<file path="src/rtl/sodt_pkg.sv">
// sodt_pkg: types and constants shared by the switch output delay timer
// no dependencies
package sodt_pkg;

	localparam int ADDR_W  = 4;
	localparam int DATA_W  = 32;
	localparam int LIMIT_W = 24;
	localparam int VALUE_W = 14;
	localparam int BASE_W  = 10;

	localparam logic [VALUE_W-1:0] RESET_DELAY_VALUE = 14'd10;
	localparam logic [BASE_W-1:0]  RESET_BASE_TIME   = 10'd23;

	typedef enum logic [1:0] {
		MODE_DIRECT = 2'd0,
		MODE_OFF    = 2'd1,
		MODE_ON     = 2'd2,
		MODE_PULSE  = 2'd3
	} mode_t;

	typedef enum logic [1:0] {
		REG_MODE  = 2'd0,
		REG_VALUE = 2'd1,
		REG_BASE  = 2'd2,
		REG_NONE  = 2'd3
	} reg_idx_t;

	typedef struct packed {
		mode_t              mode;
		logic [LIMIT_W-1:0] limit;
	} cfg_t;

endpackage

</file>
<file path="src/rtl/sodt_if.sv">
// sodt_in_if / sodt_out_if: valid-ready channels of the delay timer
// no dependencies
interface sodt_in_if;
	logic valid;
	logic ready;
	logic detect;
	logic short_active;
	modport source (output valid, output detect, output short_active, input ready);
	modport sink (input valid, input detect, input short_active, output ready);
endinterface

interface sodt_out_if;
	logic valid;
	logic ready;
	logic out_level;
	modport source (output valid, output out_level, input ready);
	modport sink (input valid, input out_level, output ready);
endinterface

</file>
<file path="src/rtl/sodt_cfg.sv">
// sodt_cfg: apb register file, keeps the delay limit product up to date
// depends on sodt_pkg
module sodt_cfg import sodt_pkg::*; (
	input  logic              clk,
	input  logic              arst_n,
	input  logic              psel,
	input  logic              penable,
	input  logic              pwrite,
	input  logic [ADDR_W-1:0] paddr,
	input  logic [DATA_W-1:0] pwdata,
	output logic [DATA_W-1:0] prdata,
	output logic              pready,
	output cfg_t              cfg
);
	localparam logic [LIMIT_W-1:0] RESET_LIMIT =
		LIMIT_W'(RESET_DELAY_VALUE) * LIMIT_W'(RESET_BASE_TIME);

	mode_t              mode_q;
	logic [VALUE_W-1:0] value_q;
	logic [BASE_W-1:0]  base_q;
	logic [LIMIT_W-1:0] limit_q;
	logic               wr;
	reg_idx_t           idx;

	assign pready = 1'b1;
	assign wr     = psel && penable && pwrite;
	assign idx    = reg_idx_t'(paddr[3:2]);

	always_ff @(posedge clk or negedge arst_n) begin
		if (!arst_n) begin
			mode_q  <= MODE_DIRECT;
			value_q <= RESET_DELAY_VALUE;
			base_q  <= RESET_BASE_TIME;
			limit_q <= RESET_LIMIT;
		end else if (wr) begin
			case (idx)
				REG_MODE: mode_q <= mode_t'(pwdata[1:0]);
				REG_VALUE: begin
					value_q <= pwdata[VALUE_W-1:0];
					limit_q <= LIMIT_W'(pwdata[VALUE_W-1:0]) * LIMIT_W'(base_q);
				end
				REG_BASE: begin
					base_q  <= pwdata[BASE_W-1:0];
					limit_q <= LIMIT_W'(value_q) * LIMIT_W'(pwdata[BASE_W-1:0]);
				end
				default: ;
			endcase
		end
	end

	always_comb begin
		case (idx)
			REG_MODE:  prdata = DATA_W'(mode_q);
			REG_VALUE: prdata = DATA_W'(value_q);
			REG_BASE:  prdata = DATA_W'(base_q);
			default:   prdata = '0;
		endcase
	end

	assign cfg.mode  = mode_q;
	assign cfg.limit = limit_q;
endmodule

</file>
<file path="src/rtl/sodt_core.sv">
// sodt_core: per-tick mode logic, saturating tick counter and result register
// depends on sodt_pkg and the channel interfaces
module sodt_core import sodt_pkg::*; #(
	parameter int COUNT_WIDTH = 24
) (
	input  logic  clk,
	input  logic  arst_n,
	input  cfg_t  cfg,
	sodt_in_if.sink    in_ch,
	sodt_out_if.source out_ch
);
	localparam int CMP_W = (COUNT_WIDTH > LIMIT_W) ? COUNT_WIDTH : LIMIT_W;

	logic                   level_q;
	logic                   pulse_q;
	logic [COUNT_WIDTH-1:0] count_q;
	logic                   out_valid_q;
	logic                   out_level_q;

	logic                   accept;
	logic                   level_d;
	logic                   pulse_d;
	logic                   clear;
	logic                   over;
	logic                   under;
	logic [COUNT_WIDTH-1:0] count_base;
	logic [COUNT_WIDTH-1:0] count_d;

	assign in_ch.ready = !out_valid_q || out_ch.ready;
	assign accept      = in_ch.valid && in_ch.ready;

	assign over  = CMP_W'(count_q) > CMP_W'(cfg.limit);
	assign under = CMP_W'(count_q) < CMP_W'(cfg.limit);

	always_comb begin
		level_d = level_q;
		pulse_d = pulse_q;
		clear   = 1'b0;
		if (!in_ch.short_active) begin
			case (cfg.mode)
				MODE_DIRECT: begin
					level_d = in_ch.detect;
					clear   = 1'b1;
				end
				MODE_OFF: begin
					if (in_ch.detect) begin
						level_d = 1'b1;
						clear   = 1'b1;
					end else if (over) begin
						level_d = 1'b0;
					end
				end
				MODE_ON: begin
					if (!in_ch.detect) begin
						level_d = 1'b0;
						clear   = 1'b1;
					end else if (over) begin
						level_d = 1'b1;
					end
				end
				default: begin
					if (in_ch.detect || pulse_q) begin
						level_d = under;
						pulse_d = under;
					end else begin
						level_d = 1'b0;
						clear   = 1'b1;
					end
				end
			endcase
		end
	end

	// saturating count, restarts at one after a clear
	assign count_base = clear ? '0 : count_q;
	assign count_d    = (&count_base) ? count_base : count_base + 1'b1;

	always_ff @(posedge clk or negedge arst_n) begin
		if (!arst_n) begin
			level_q     <= 1'b0;
			pulse_q     <= 1'b0;
			count_q     <= '0;
			out_valid_q <= 1'b0;
		end else begin
			if (accept) begin
				level_q <= level_d;
				pulse_q <= pulse_d;
				count_q <= count_d;
			end
			if (accept) out_valid_q <= 1'b1;
			else if (out_ch.ready) out_valid_q <= 1'b0;
		end
	end

	always_ff @(posedge clk) begin
		if (accept) out_level_q <= level_d;
	end

	assign out_ch.valid     = out_valid_q;
	assign out_ch.out_level = out_level_q;
endmodule

</file>
<file path="src/rtl/switch_output_delay_timer.sv">
// Switch output delay timer. One tick transaction is accepted every clock cycle
// unless the result register is stalled; its output level appears there in the
// cycle after acceptance and the input stays ready whenever that register is empty
// or being taken in the same cycle. The per-tick cost is two compares of the tick
// counter against the delay limit and one increment. The limit delay_value * base_time
// is formed by a 14x10 multiplier in the register block at the moment either
// register is written, so a tick may follow a configuration write directly. The tick
// counter saturates at 2**COUNT_WIDTH - 1 and keeps running during a short circuit.
// depends on sodt_pkg, sodt_if, sodt_cfg, sodt_core
module switch_output_delay_timer import sodt_pkg::*; #(
	parameter int COUNT_WIDTH = 24
) (
	input  logic              clk,
	input  logic              arst_n,
	sodt_in_if.sink           in_ch,
	sodt_out_if.source        out_ch,
	input  logic              psel,
	input  logic              penable,
	input  logic              pwrite,
	input  logic [ADDR_W-1:0] paddr,
	input  logic [DATA_W-1:0] pwdata,
	output logic [DATA_W-1:0] prdata,
	output logic              pready
);
	cfg_t cfg;

	sodt_cfg u_cfg (
		.clk     (clk),
		.arst_n  (arst_n),
		.psel    (psel),
		.penable (penable),
		.pwrite  (pwrite),
		.paddr   (paddr),
		.pwdata  (pwdata),
		.prdata  (prdata),
		.pready  (pready),
		.cfg     (cfg)
	);

	sodt_core #(
		.COUNT_WIDTH (COUNT_WIDTH)
	) u_core (
		.clk    (clk),
		.arst_n (arst_n),
		.cfg    (cfg),
		.in_ch  (in_ch),
		.out_ch (out_ch)
	);
endmodule

</file>
<file path="src/flat_wrapper.sv">
// flat-port wrapper written by rule: the top's interface ports become plain ports
module switch_output_delay_timer_flat import sodt_pkg::*;
#(
	parameter int COUNT_WIDTH = 24
)
  (clk, arst_n, psel, penable, pwrite, paddr, pwdata, prdata, pready, in_ch_valid, in_ch_detect, in_ch_short_active, in_ch_ready, out_ch_valid, out_ch_out_level, out_ch_ready);
  sodt_in_if in_ch_i ();
  sodt_out_if out_ch_i ();
  input  logic clk;
  input  logic arst_n;
  input  logic psel;
  input  logic penable;
  input  logic pwrite;
  input  logic [ADDR_W-1:0] paddr;
  input  logic [DATA_W-1:0] pwdata;
  output logic [DATA_W-1:0] prdata;
  output logic pready;
  input wire logic [$bits(in_ch_i.valid)-1:0] in_ch_valid;
  input wire logic [$bits(in_ch_i.detect)-1:0] in_ch_detect;
  input wire logic [$bits(in_ch_i.short_active)-1:0] in_ch_short_active;
  output wire logic [$bits(in_ch_i.ready)-1:0] in_ch_ready;
  output wire logic [$bits(out_ch_i.valid)-1:0] out_ch_valid;
  output wire logic [$bits(out_ch_i.out_level)-1:0] out_ch_out_level;
  input wire logic [$bits(out_ch_i.ready)-1:0] out_ch_ready;
  assign in_ch_i.valid = in_ch_valid;
  assign in_ch_i.detect = in_ch_detect;
  assign in_ch_i.short_active = in_ch_short_active;
  assign in_ch_ready = in_ch_i.ready;
  assign out_ch_valid = out_ch_i.valid;
  assign out_ch_out_level = out_ch_i.out_level;
  assign out_ch_i.ready = out_ch_ready;
  switch_output_delay_timer #(.COUNT_WIDTH(COUNT_WIDTH)) u_core (.clk(clk), .arst_n(arst_n), .in_ch(in_ch_i), .out_ch(out_ch_i), .psel(psel), .penable(penable), .pwrite(pwrite), .paddr(paddr), .pwdata(pwdata), .prdata(prdata), .pready(pready));
endmodule
</file>
<file path="config.mk">
export PLATFORM = sky130hd
export DESIGN_NAME = switch_output_delay_timer_flat
export DESIGN_NICKNAME = d
export VERILOG_FILES = /design/src/rtl/sodt_pkg.sv /design/src/rtl/sodt_if.sv /design/src/rtl/sodt_cfg.sv /design/src/rtl/sodt_core.sv /design/src/rtl/switch_output_delay_timer.sv /design/src/flat_wrapper.sv
export SDC_FILE = /design/constraint.sdc
export NUM_CORES = 1
export LEC_CHECK = 0
export ABC_AREA = 1
export BUFFER_PORTS_ARGS = -buffer_cell sky130_fd_sc_hd__buf_2
export CORE_MARGIN = 5
export CORE_UTILIZATION = 45
export DETAILED_ROUTE_END_ITERATION = 8
export GPL_TIMING_DRIVEN = 1
export PLACE_DENSITY = 0.68
export SKIP_LAST_GASP = 1
export SYNTH_ARGS = -nofsm -noshare
export SYNTH_HDL_FRONTEND = slang
export SYNTH_SLANG_ARGS = --single-unit
</file>
<file path="constraint.sdc">
create_clock -name clk -period 12.6 [get_ports clk]
set_clock_uncertainty 0.15 [all_clocks]
set_input_delay 3.78 -clock clk [delete_from_list [all_inputs] [get_ports clk]]
set_output_delay 3.78 -clock clk [all_outputs]
set_load 0.005 [all_outputs]
</file>
# Word level (Yosys, flattened, before mapping)
# Cells that the tools add are included.
# totals
reg_bits	78
latchBits	0
ram_bits	0
rom_bits	0
in_bits	45
output_inout_bits	36
elab_cells	55
mem_count	0
# classes
addsub	1
multipliers	2
div_mod_pow	0
n_lt_le_gt_ge	2
eq_ne	4
shifts	0
mux	18
bitwise	2
reduce_logical	17
# op_table
cell	n
$mul 14x10->24	2
$mux 24	2
$pmux 24 s2	1
$pmux 14 s3	1
$add 24x1->24 const B	1
$gt 24x24->1	1
$lt 24x24->1	1
$reduce_and 24->1	1
$mux 1	12
$reduce_and 2->1	4
$pmux 1 s3	2
$eq 2x1->1 const B	2
$eq 2x2->1 const B	2
$logic_not 2->1	2
$reduce_and 4->1	1
$reduce_bool 2->1	2
$logic_and 1x1->1	3
$reduce_or 3->1	1
$logic_or 1x1->1	2
$not 1->1	2
$logic_not 1->1	1

# Longest topological paths before layout
# Gate-level depths: netlist (run 1).
# logic_depth
depth_word	7
ltp_mapped	27

# By module
# From an unflattened synthesis (run 1), not the netlist that was laid out.
# unflattened
cells_unflattened	2307
area_unflattened_um2	15620.0
# by_module_without_submodules
module	n_inst	cells_each	area_each_um2	seq_area_each_um2
sodt_cfg	1	1837	12674.7	1265.0
sodt_core	1	470	2945.3	705.7

# Worst setup path after synthesis (run 1)
# Ideal clock, no wire load.
# synth_timing
path_type	input -> output
startpoint	input paddr[2]
endpoint	output prdata[2]
arrival_ps	4841
required_ps	8670
setup_slack_ps	3829
cell_stages	6
path_buffers	2
path_cell_list	inv_1 -> ha_1 -> clkbuf_1 -> clkbuf_1 -> nand2_1 -> a21oi_1
# synth_via
elab_chain_len	2
# synth_lines
item	line	rtl
from (decl)	flat_wrapper.sv:14	input logic [ADDR_W-1:0] paddr;
$eq 2x2->1, or another cell as far along	sodt_cfg.sv:52	case (idx)
$pmux 14 s3 *	sodt_cfg.sv:52	
to (decl)	flat_wrapper.sv:16	output logic [DATA_W-1:0] prdata;
# Mark *: on every way between the ends. The rest lies on a longest branch, timed or not.

# Worst setup path in the final report (run 1)
# layout_timing
startpoint	input paddr[2]
endpoint	output prdata[3]
# Same word-level chain as after synthesis.

==> run summary, run 1 <==
The flow ran to the end, and the final reports show no timing, DRC or antenna violations. TritonCTS built the clock tree. After detailed routing, the average wire length per cell comes to 15.4 µm.

The logic depth of the worst register-to-register path came out at 22. The fill cell total of the finished layout is 3318. The number of sinks handled by clock tree synthesis was 78; the post-CTS resize count was 0. Synthesis handed over a netlist of 2114 instances.

The height of the chip is 192 µm. The wire-length estimate of the detail-placed layout is 30.4 mm. The worst hold path begins at u_core.u_cfg.limit_q[18]$_DFFE_PN0P_. The worst setup path is captured at an output pin. The final-report hold violation count is 0. In the synthesized netlist the async set-or-reset flop fraction comes to 98.7%. Setup violations remaining at the end of the flow were counted as 0. In the final layout, the multi-input gates occupy 10700 µm².

Count of flip-flops with a built-in enable after synthesis: 1. The final estimated routing congestion in global placement is 0.934, and the global-route wire length before repair is 65.4 mm. The most used flip-flop cell after synthesis is sky130_fd_sc_hd__dfrtp_1. Setup repair after global routing left no endpoint under its margin. STA puts the critical path data required time at 8.67 ns. No sink is reached through more buffers than the 2 on the longest clock path. The sum of negative setup slack was 0 ns; the part of the Yosys area used for sequential elements was 13.2%.

Global routing consumed, over all layers together, 22.1% of the routing resources. The floorplan has 66 rows. Number of stages on the worst hold path: 2. Averaged over all synthesized cells, the footprint is 7.07 µm². Of the cells placed in the final design, the portion with a size suffix greater than 1 is 5.52%. The count of maximum capacitance violations is 0. The number of synthesized register bits is 78, and the number of buffers created by CTS is 9. Yosys attributes the largest share of cell area to sky130_fd_sc_hd__fa_1 (25%), sky130_fd_sc_hd__nand2_1 (16%), sky130_fd_sc_hd__ha_1 (12%), sky130_fd_sc_hd__inv_1 (12%), sky130_fd_sc_hd__dfrtp_1 (11%). The analysis attributes to cell leakage a power of 0.00924 µW.

The critical-path maximum fanout works out to 41. The run gives 0.35 ns as the clock latency on the worst-skew pair. The detail route stage leaves a number of antenna-violating nets equal to 0. The run gives 32600 µm² as the core area. Entering global routing, the biggest net connects 64 pins. The logs give 0 for the yosys synthesis warning count and 45.8% for the initial cell density of the core. Yosys mapped the design onto 49 distinct sky130hd cell types. The total instance count after detailed placement came out at 2508. In this run the post-CTS setup repair buffer count came out at 0.

Summed over all layers, the routed wires come to 39.0 mm. In this run the critical register-to-register path is launched from u_core.u_cfg.base_q[1]$_DFFE_PN1P_. For the register-to-register setup slack, the log shows 6.82 ns.

sky130_fd_sc_hd__fa_1 takes more of the synthesized area than any other cell. The initial antenna violation count was 0; the relative slew slack was 28.5%. The die is 192 µm wide. Dividing the detail-routed via count by the number of cells gives 5.14. For this run, the top clock speed supported by timing is 0.111 GHz. At the end of the flow, the number of nets in the layout was 2457. The logs give 1072 for the violation count after the first detailed-route iteration and 36900 µm² for the full die area. The count of buffers added on input and output ports is 41. The first TritonRoute pass finished after 5 iterations.

STA classifies the critical path startpoint as a primary input. The clock slew seen by the registers of the worst setup and hold paths was 0.05 ns. The total congestion overflow is 0. The class of the tightest hold or removal check is flop to flop. The layout overhead on the synthesized area was 4.10%; the count of antenna diodes in the layout was 0.

For hold timing, the worst endpoint is u_core.u_cfg.limit_q[18]$_DFFE_PN0P_. The endpoint of the lowest-slack register-to-register path was u_core.u_cfg.limit_q[12]$_DFFE_PN0P_. The finished layout holds 2524 standard cells, fillers aside. The worst setup path is of the primary input to output pin kind. The number of global-route vias before repair was 13236. IR analysis of the VDD net gives a maximum drop of 0.196 mV. The post-route clock period utilization is 71.7%, and the remaining design rule violation count is 0.

The sequential cells in the finished layout cover a total of 1970 µm². Clock tree synthesis selected as its root buffer the cell sky130_fd_sc_hd__clkbuf_16. Pin placement for this block handled 81 I/O pins.

For the pin with the worst max-slew slack, the measured transition is 1.07 ns. For the post-cts hold buffer count, the log shows 0. Power spread over the standard cell area amounts to 268 nW/µm². The fraction of post-synthesis cell area in the top cell type by area was 25.2%; the detailed-route via count was 12963. For the number of H-tree levels, the log shows 3. The total standard cell area after synthesis was 14900 µm². For the worst setup path, the data arrival time is 5.10 ns.

The minimum period implied by the final worst setup slack was 9.03 ns. The tools report the max-slew violation count as 0.
## final cells by class
cell class | instances | area share (%)
sequential | 78 | 12.7
multi-input combinational | 1474 | 69.1
clock buffer | 13 | 1.54
timing repair buffer | 44 | 1.48
tap | 442 | 3.56
clock inverter | 3 | 0.298
inverter | 470 | 11.3
## report_power, final
| group | switching [µW] | total, µW | leakage [µW] | internal [µW] |
|---|---|---|---|---|
| Sequential | 115 | 432 | 0.000976 | 317 |
| Combinational | 2250 | 3470 | 0.00813 | 1220 |
| Clock | 110 | 265 | 0.000134 | 154 |
| Total | 2470 | 4170 | 0.00924 | 1690 |
## worst max-delay path: stages
cell and delay (ns):
sky130_fd_sc_hd__buf_2 0.11, sky130_fd_sc_hd__inv_1 0.08, sky130_fd_sc_hd__ha_1 0.14, sky130_fd_sc_hd__buf_4 0.41, sky130_fd_sc_hd__nand2_1 0.09, sky130_fd_sc_hd__a21oi_1 0.27, sky130_fd_sc_hd__buf_2 0.20
## cells in the mapped netlist (2+ instances only)
library cell / number
sky130_fd_sc_hd__a21boi_0: 2
sky130_fd_sc_hd__a21o_1: 8
sky130_fd_sc_hd__a21oi_1: 82
sky130_fd_sc_hd__a31oi_1: 12
sky130_fd_sc_hd__buf_2: 2
sky130_fd_sc_hd__buf_4: 19
sky130_fd_sc_hd__buf_6: 3
sky130_fd_sc_hd__clkbuf_1: 84
sky130_fd_sc_hd__clkinv_1: 2
sky130_fd_sc_hd__conb_1: 2
sky130_fd_sc_hd__dfrtp_1: 66
sky130_fd_sc_hd__dfstp_2: 11
sky130_fd_sc_hd__fa_1: 188
sky130_fd_sc_hd__ha_1: 147
sky130_fd_sc_hd__inv_1: 464
sky130_fd_sc_hd__inv_2: 4
sky130_fd_sc_hd__mux2_2: 4
sky130_fd_sc_hd__nand2_1: 629
sky130_fd_sc_hd__nand2_2: 5
sky130_fd_sc_hd__nand3_1: 79
sky130_fd_sc_hd__nand3_2: 12
sky130_fd_sc_hd__nand3b_1: 3
sky130_fd_sc_hd__nand4_1: 21
sky130_fd_sc_hd__nor2_1: 104
sky130_fd_sc_hd__nor2_2: 10
sky130_fd_sc_hd__nor2_4: 5
sky130_fd_sc_hd__nor3_1: 10
sky130_fd_sc_hd__nor4_1: 3
sky130_fd_sc_hd__o21ai_0: 86
sky130_fd_sc_hd__o21ai_1: 3
sky130_fd_sc_hd__or2_1: 2
sky130_fd_sc_hd__xnor2_1: 9
sky130_fd_sc_hd__xor2_1: 17
## worst max-delay path by stage
stage | from | endpoint | slack, ns | cells after the start
floorplan | paddr[2] | prdata[2] | 3.83 | 6
global placement | pwdata[1] | u_core.u_cfg.limit_q[23]$_DFFE_PN0P_ | 3.36 | 24
detailed placement | pwdata[1] | u_core.u_cfg.limit_q[23]$_DFFE_PN0P_ | 3.32 | 24
CTS | paddr[2] | prdata[3] | 3.58 | 7
global route | pwdata[1] | u_core.u_cfg.limit_q[21]$_DFFE_PN0P_ | 3.32 | 23
finish | paddr[2] | prdata[3] | 3.57 | 7
## state kept, by name, indices dropped and copies added, names as in the netlist
name                            flops
u_core.u_cfg.limit_q               24
u_core.u_core.count_q              24
u_core.u_cfg.value_q               14
u_core.u_cfg.base_q                10
u_core.u_cfg.mode_q                 2
u_core.u_core.level_q               1
u_core.u_core.out_ch.out_level      1
u_core.u_core.out_ch.valid          1
u_core.u_core.pulse_q               1
## cells in the final DEF (no fill, tap or decap), types with 8 or more instances in the layout
master	netlist	layout
sky130_fd_sc_hd__xor2_1	17	17
sky130_fd_sc_hd__nor2_2	10	10
sky130_fd_sc_hd__nand2_1	629	629
sky130_fd_sc_hd__dfrtp_1	66	66
sky130_fd_sc_hd__ha_1	147	147
sky130_fd_sc_hd__nor3_1	10	10
sky130_fd_sc_hd__fa_1	188	188
sky130_fd_sc_hd__nand4_1	21	21
sky130_fd_sc_hd__nand3_1	79	79
sky130_fd_sc_hd__xnor2_1	9	9
sky130_fd_sc_hd__a21o_1	8	8
sky130_fd_sc_hd__o21ai_0	86	86
sky130_fd_sc_hd__nor2_1	104	104
sky130_fd_sc_hd__inv_1	464	464
sky130_fd_sc_hd__buf_2	2	40
sky130_fd_sc_hd__a21oi_1	82	82
sky130_fd_sc_hd__a31oi_1	12	12
sky130_fd_sc_hd__conb_1	2	19
sky130_fd_sc_hd__nand3_2	12	12
sky130_fd_sc_hd__dfstp_2	11	11
sky130_fd_sc_hd__clkbuf_16	0	9
## logic make-up after synthesis
group,after synthesis,share of synthesized area [%]
buffers and inverters,579,15.3
multiplexers,4,0.301
flip-flops,78,13.2
adder cells (fa/ha/maj),335,37.5
AND/OR/NAND/NOR,893,25.2
AO/OA/AOI/OAI,197,6.93
XOR/XNOR,26,1.52
other,2,0.0503
## through the flow
step	area, µm²	util [%]	hold WS, ns	total power [µW]	setup slack (ns)
floorplan	15000	-	0.299	2920	3.83
detailed placement	15300	46.8	0.322	3870	3.32
global placement	15300	46.8	0.319	3840	3.36
finish	15600	47.7	0.335	4170	3.57
CTS	15600	47.7	0.335	4170	3.58
global route	15600	47.7	0.360	4720	3.32
## metal layers
layer / vias up / global-route usage, % / part of all wire (%)
li1: 6235 / - / -
met1: 6262 / 29.5 / 43
met2: 399 / 37.4 / 48
met3: 67 / 3.09 / 6.6
met4: 0 / 6.66 / 2.4
met5: - / 0 / 0
Power figures use the tool's default switching activity.
==> inputs of run 2 (changes only) <==
PLACE_DENSITY = 0.7   (was 0.68)
clock period = 7.95 ns   (was 12.6 ns; I/O delays follow)
==> run 2 against run 1 <==
Critical path depth rose by 13. Routed wire length is 1.1% lower. Total power rose by 60%. Final cell count grew 0.52%. Clock-buffer cell count decreased by 4. Worst setup slack got worse by 3.0 ns. Critical endpoint is now u_core.u_cfg.limit_q[21]$_DFFE_PN0P_.
==> run summary, run 2 (synthesis gave the netlist of run 1 again) <==
The run finished with clean final reports. The smallest clock period supported by the final layout is computed as 7.37 ns. The tools report the startpoint kind of the worst setup timing path as a primary input.

The number of buffers created by CTS was 9 (unchanged). The run gives 7.99 ns (-0.68 ns) as the data required time at the worst endpoint. In this run the worst hold path is classified as flop to flop. The number of buffers inserted by post-CTS setup repair is 0 (unchanged), and the post-route clock period utilization is 92.7%. For the total congestion overflow, the log shows 0 (unchanged). Width of the chip: 192 µm (unchanged).

The sum of negative setup slack is 0 ns (unchanged), and the leakage dissipation is 0.00932 µW (+0.92%). The run gives 66 (unchanged) as the number of rows in the core area. The cell sitting at the root of the clock tree is a sky130_fd_sc_hd__clkbuf_16. The slew at the pin with the worst max-slew slack works out to 1.06 ns (-0.0114 ns).

For the initial antenna violation count, the log shows 0 (unchanged). The tools report the final estimated routing congestion in global placement as 0.931 (-0.27%). The count of buffers from port buffering was 41 (unchanged); the number of top-level pins was 81 (unchanged). The number of buffers between clock root and the deepest sink was 2 (unchanged).

The capturing element type of the critical path is a flop. The worst vdd rail ir drop came out at 0.309 mV (+58%). For the post-detailed-placement cell area, the log shows 15400 µm² (+0.72%). The number of detailed-routing iterations run before antenna repair came out at 5 (unchanged). Post-cts hold buffer count: 0 (unchanged). The tools report the global-route wire length before repair as 65.1 mm (-0.53%). The library cell used most frequently in the layout, excluding fill and tap cells, is sky130_fd_sc_hd__nand2_1. The worst-case setup slack after placement came out at 0.288 ns (-3.03 ns).

The fraction of the core area covered by cells at the end of the flow was 48.1% (+0.39 points). The number of sinks handled by clock tree synthesis is 78 (unchanged), and the clock latency on the worst-skew pair is 0.35 ns (about the same). For the post-CTS resize count, the log shows 0 (unchanged). The core area was 32600 µm² (unchanged).

The critical path is of the primary input to flop type. The tools report the number of antenna-violating nets in the routed design as 0 (unchanged). The height of the chip was 192 µm (unchanged); the highest attainable clock frequency was 0.136 GHz.

The layout overhead on the synthesized area is 4.94%, and the maximum number of pins on one net before global-route repair is 78 (+22%). The remaining design rule violation count is 0 (unchanged), and the clock slew seen by the registers of the worst setup and hold paths is 0.07 ns (+0.02 ns). The routed wirelength normalized by instance count was 15.2 µm (-1.6%); the detailed-route via count was 12954 (-0.069%). Count of antenna diodes in the layout: 0 (unchanged). The number of global-route vias before repair is 13180 (-0.42%). Post-route cell area: 15700 µm² (+0.81%). For the count of maximum capacitance violations, the log shows 0 (unchanged).

For the overall routing resource usage, the log shows 21.8% (-0.25 points). The tools report the aggregate routed wire length as 38.6 mm (-1.1%). The layout net count was 2470 (+0.53%); the minimum setup slack in the final design was 0.582 ns (-2.99 ns). The overall power consumption was 6650 µW (+60%).

Per-cell via count in the routed design: 5.11 (-0.58%). Leaving out fill and tap cells, the most frequent cells in the layout are sky130_fd_sc_hd__nand2_1 (629), sky130_fd_sc_hd__inv_1 (464), sky130_fd_sc_hd__fa_1 (188), sky130_fd_sc_hd__ha_1 (147), sky130_fd_sc_hd__nor2_1 (104). The violation count after the first detailed-route iteration came out at 843 (-21%).

The fraction of layout cells with a size suffix above 1 is 6.30% (+0.78 points), and the power per unit of standard cell area is 424 nW/µm² (+58%). The data arrival time of the critical path came out at 7.40 ns (+2.30 ns). The critical-path maximum fanout was 22 (-46%).

The tools report the number of H-tree levels as 3 (unchanged). The largest registers in the layout are u_core.u_cfg.limit_q (24), u_core.u_core.count_q (24), u_core.u_cfg.value_q (14). The run gives 29.3% (+0.76 points) as the relative slew slack. TritonCTS built the clock tree.

The initial cell density of the core is 45.8% (unchanged), and the HPWL after detailed placement is 30.8 mm (+1.2%). For the final-report hold violation count, the log shows 0 (unchanged). For the max-slew violation count, the log shows 0 (unchanged). The tools report the number of failing setup endpoints in the final timing report as 0 (unchanged). For the full die area, the log shows 36900 µm² (unchanged). Setup repair after global routing left no endpoint under its margin.
[run 2: cell count changes in the layout (fill, tap and decap cells not counted), sizes merged]
cell / delta
buf: +13
clkbuf: -4
clkinv: +1
clkinvlp: -1
inv: +4
[run 2: cell type report]
class | instances | area [µm²]
well taps | 442 | 553
inverters | 470 | 1760
multi-input cells | 1474 | 10700
clock inverters | 7 | 77.6
flip-flops and latches | 78 | 1970
fillers | 3296 | 16900
clock buffers | 9 | 225
repair buffers | 57 | 340
[run 2: final timing paths]
path,startpoint,end,slack (ns),cells past startpoint
setup / recovery,pwdata[4],u_core.u_cfg.limit_q[21]$_DFFE_PN0P_,0.58,20
hold / removal,u_core.u_cfg.limit_q[18]$_DFFE_PN0P_,u_core.u_cfg.limit_q[18]$_DFFE_PN0P_,0.33,2
setup reg to reg,u_core.u_cfg.base_q[3]$_DFFE_PN0P_,u_core.u_cfg.limit_q[16]$_DFFE_PN0P_,2.20,23
hold reg to reg,u_core.u_cfg.limit_q[18]$_DFFE_PN0P_,u_core.u_cfg.limit_q[18]$_DFFE_PN0P_,0.33,2
max in group asynchronous,arst_n,u_core.u_core.count_q[17]$_DFFE_PN0P_,4.91,1
min in group asynchronous,arst_n,u_core.u_cfg.base_q[6]$_DFFE_PN0P_,2.07,1
[run 2: through the flow]
stage               hold WS [ns]  instances
floorplan                  0.299       2131
global placement           0.319       2521
detailed placement         0.316       2521
CTS                        0.333       2537
global route               0.367       2537
finish                     0.334       2537
[run 2: routing by layer]
layer / vias to the layer above / routed length [µm] / GRT usage, % / part of all wire [%]
met1: 6336 / 16800 / 28.9 / 43
met4: 0 / 593 / 4.77 / 1.5
met2: 320 / 18500 / 37.5 / 48
met5: - / 0 / 0 / 0
met3: 50 / 2710 / 3.98 / 7.0
li1: 6248 / - / - / -
[run 2: critical path, cell delays in order]
cell and delay, ns:
sky130_fd_sc_hd__buf_2 0.43, sky130_fd_sc_hd__nand2_1 0.17, sky130_fd_sc_hd__fa_1 0.54, sky130_fd_sc_hd__fa_1 0.55
sky130_fd_sc_hd__inv_1 0.05, sky130_fd_sc_hd__fa_1 0.38, sky130_fd_sc_hd__fa_1 0.54, sky130_fd_sc_hd__inv_1 0.06
sky130_fd_sc_hd__fa_1 0.48, sky130_fd_sc_hd__inv_1 0.04, sky130_fd_sc_hd__ha_1 0.35, sky130_fd_sc_hd__a21o_1 0.21
sky130_fd_sc_hd__a21oi_1 0.27, sky130_fd_sc_hd__nand2_1 0.10, sky130_fd_sc_hd__nand2_1 0.07, sky130_fd_sc_hd__nand3_1 0.12
sky130_fd_sc_hd__o21ai_0 0.35, sky130_fd_sc_hd__nand2_1 0.12, sky130_fd_sc_hd__nand2_1 0.07, sky130_fd_sc_hd__o21ai_0 0.10
[run 2: where the power goes]
part	total (µW)	internal [µW]	switching [µW]	leakage (µW)
sequential	689	502	187	0.000976
combinational	5510	1930	3580	0.00820
clock	452	249	203	0.000153
total	6650	2690	3970	0.00932
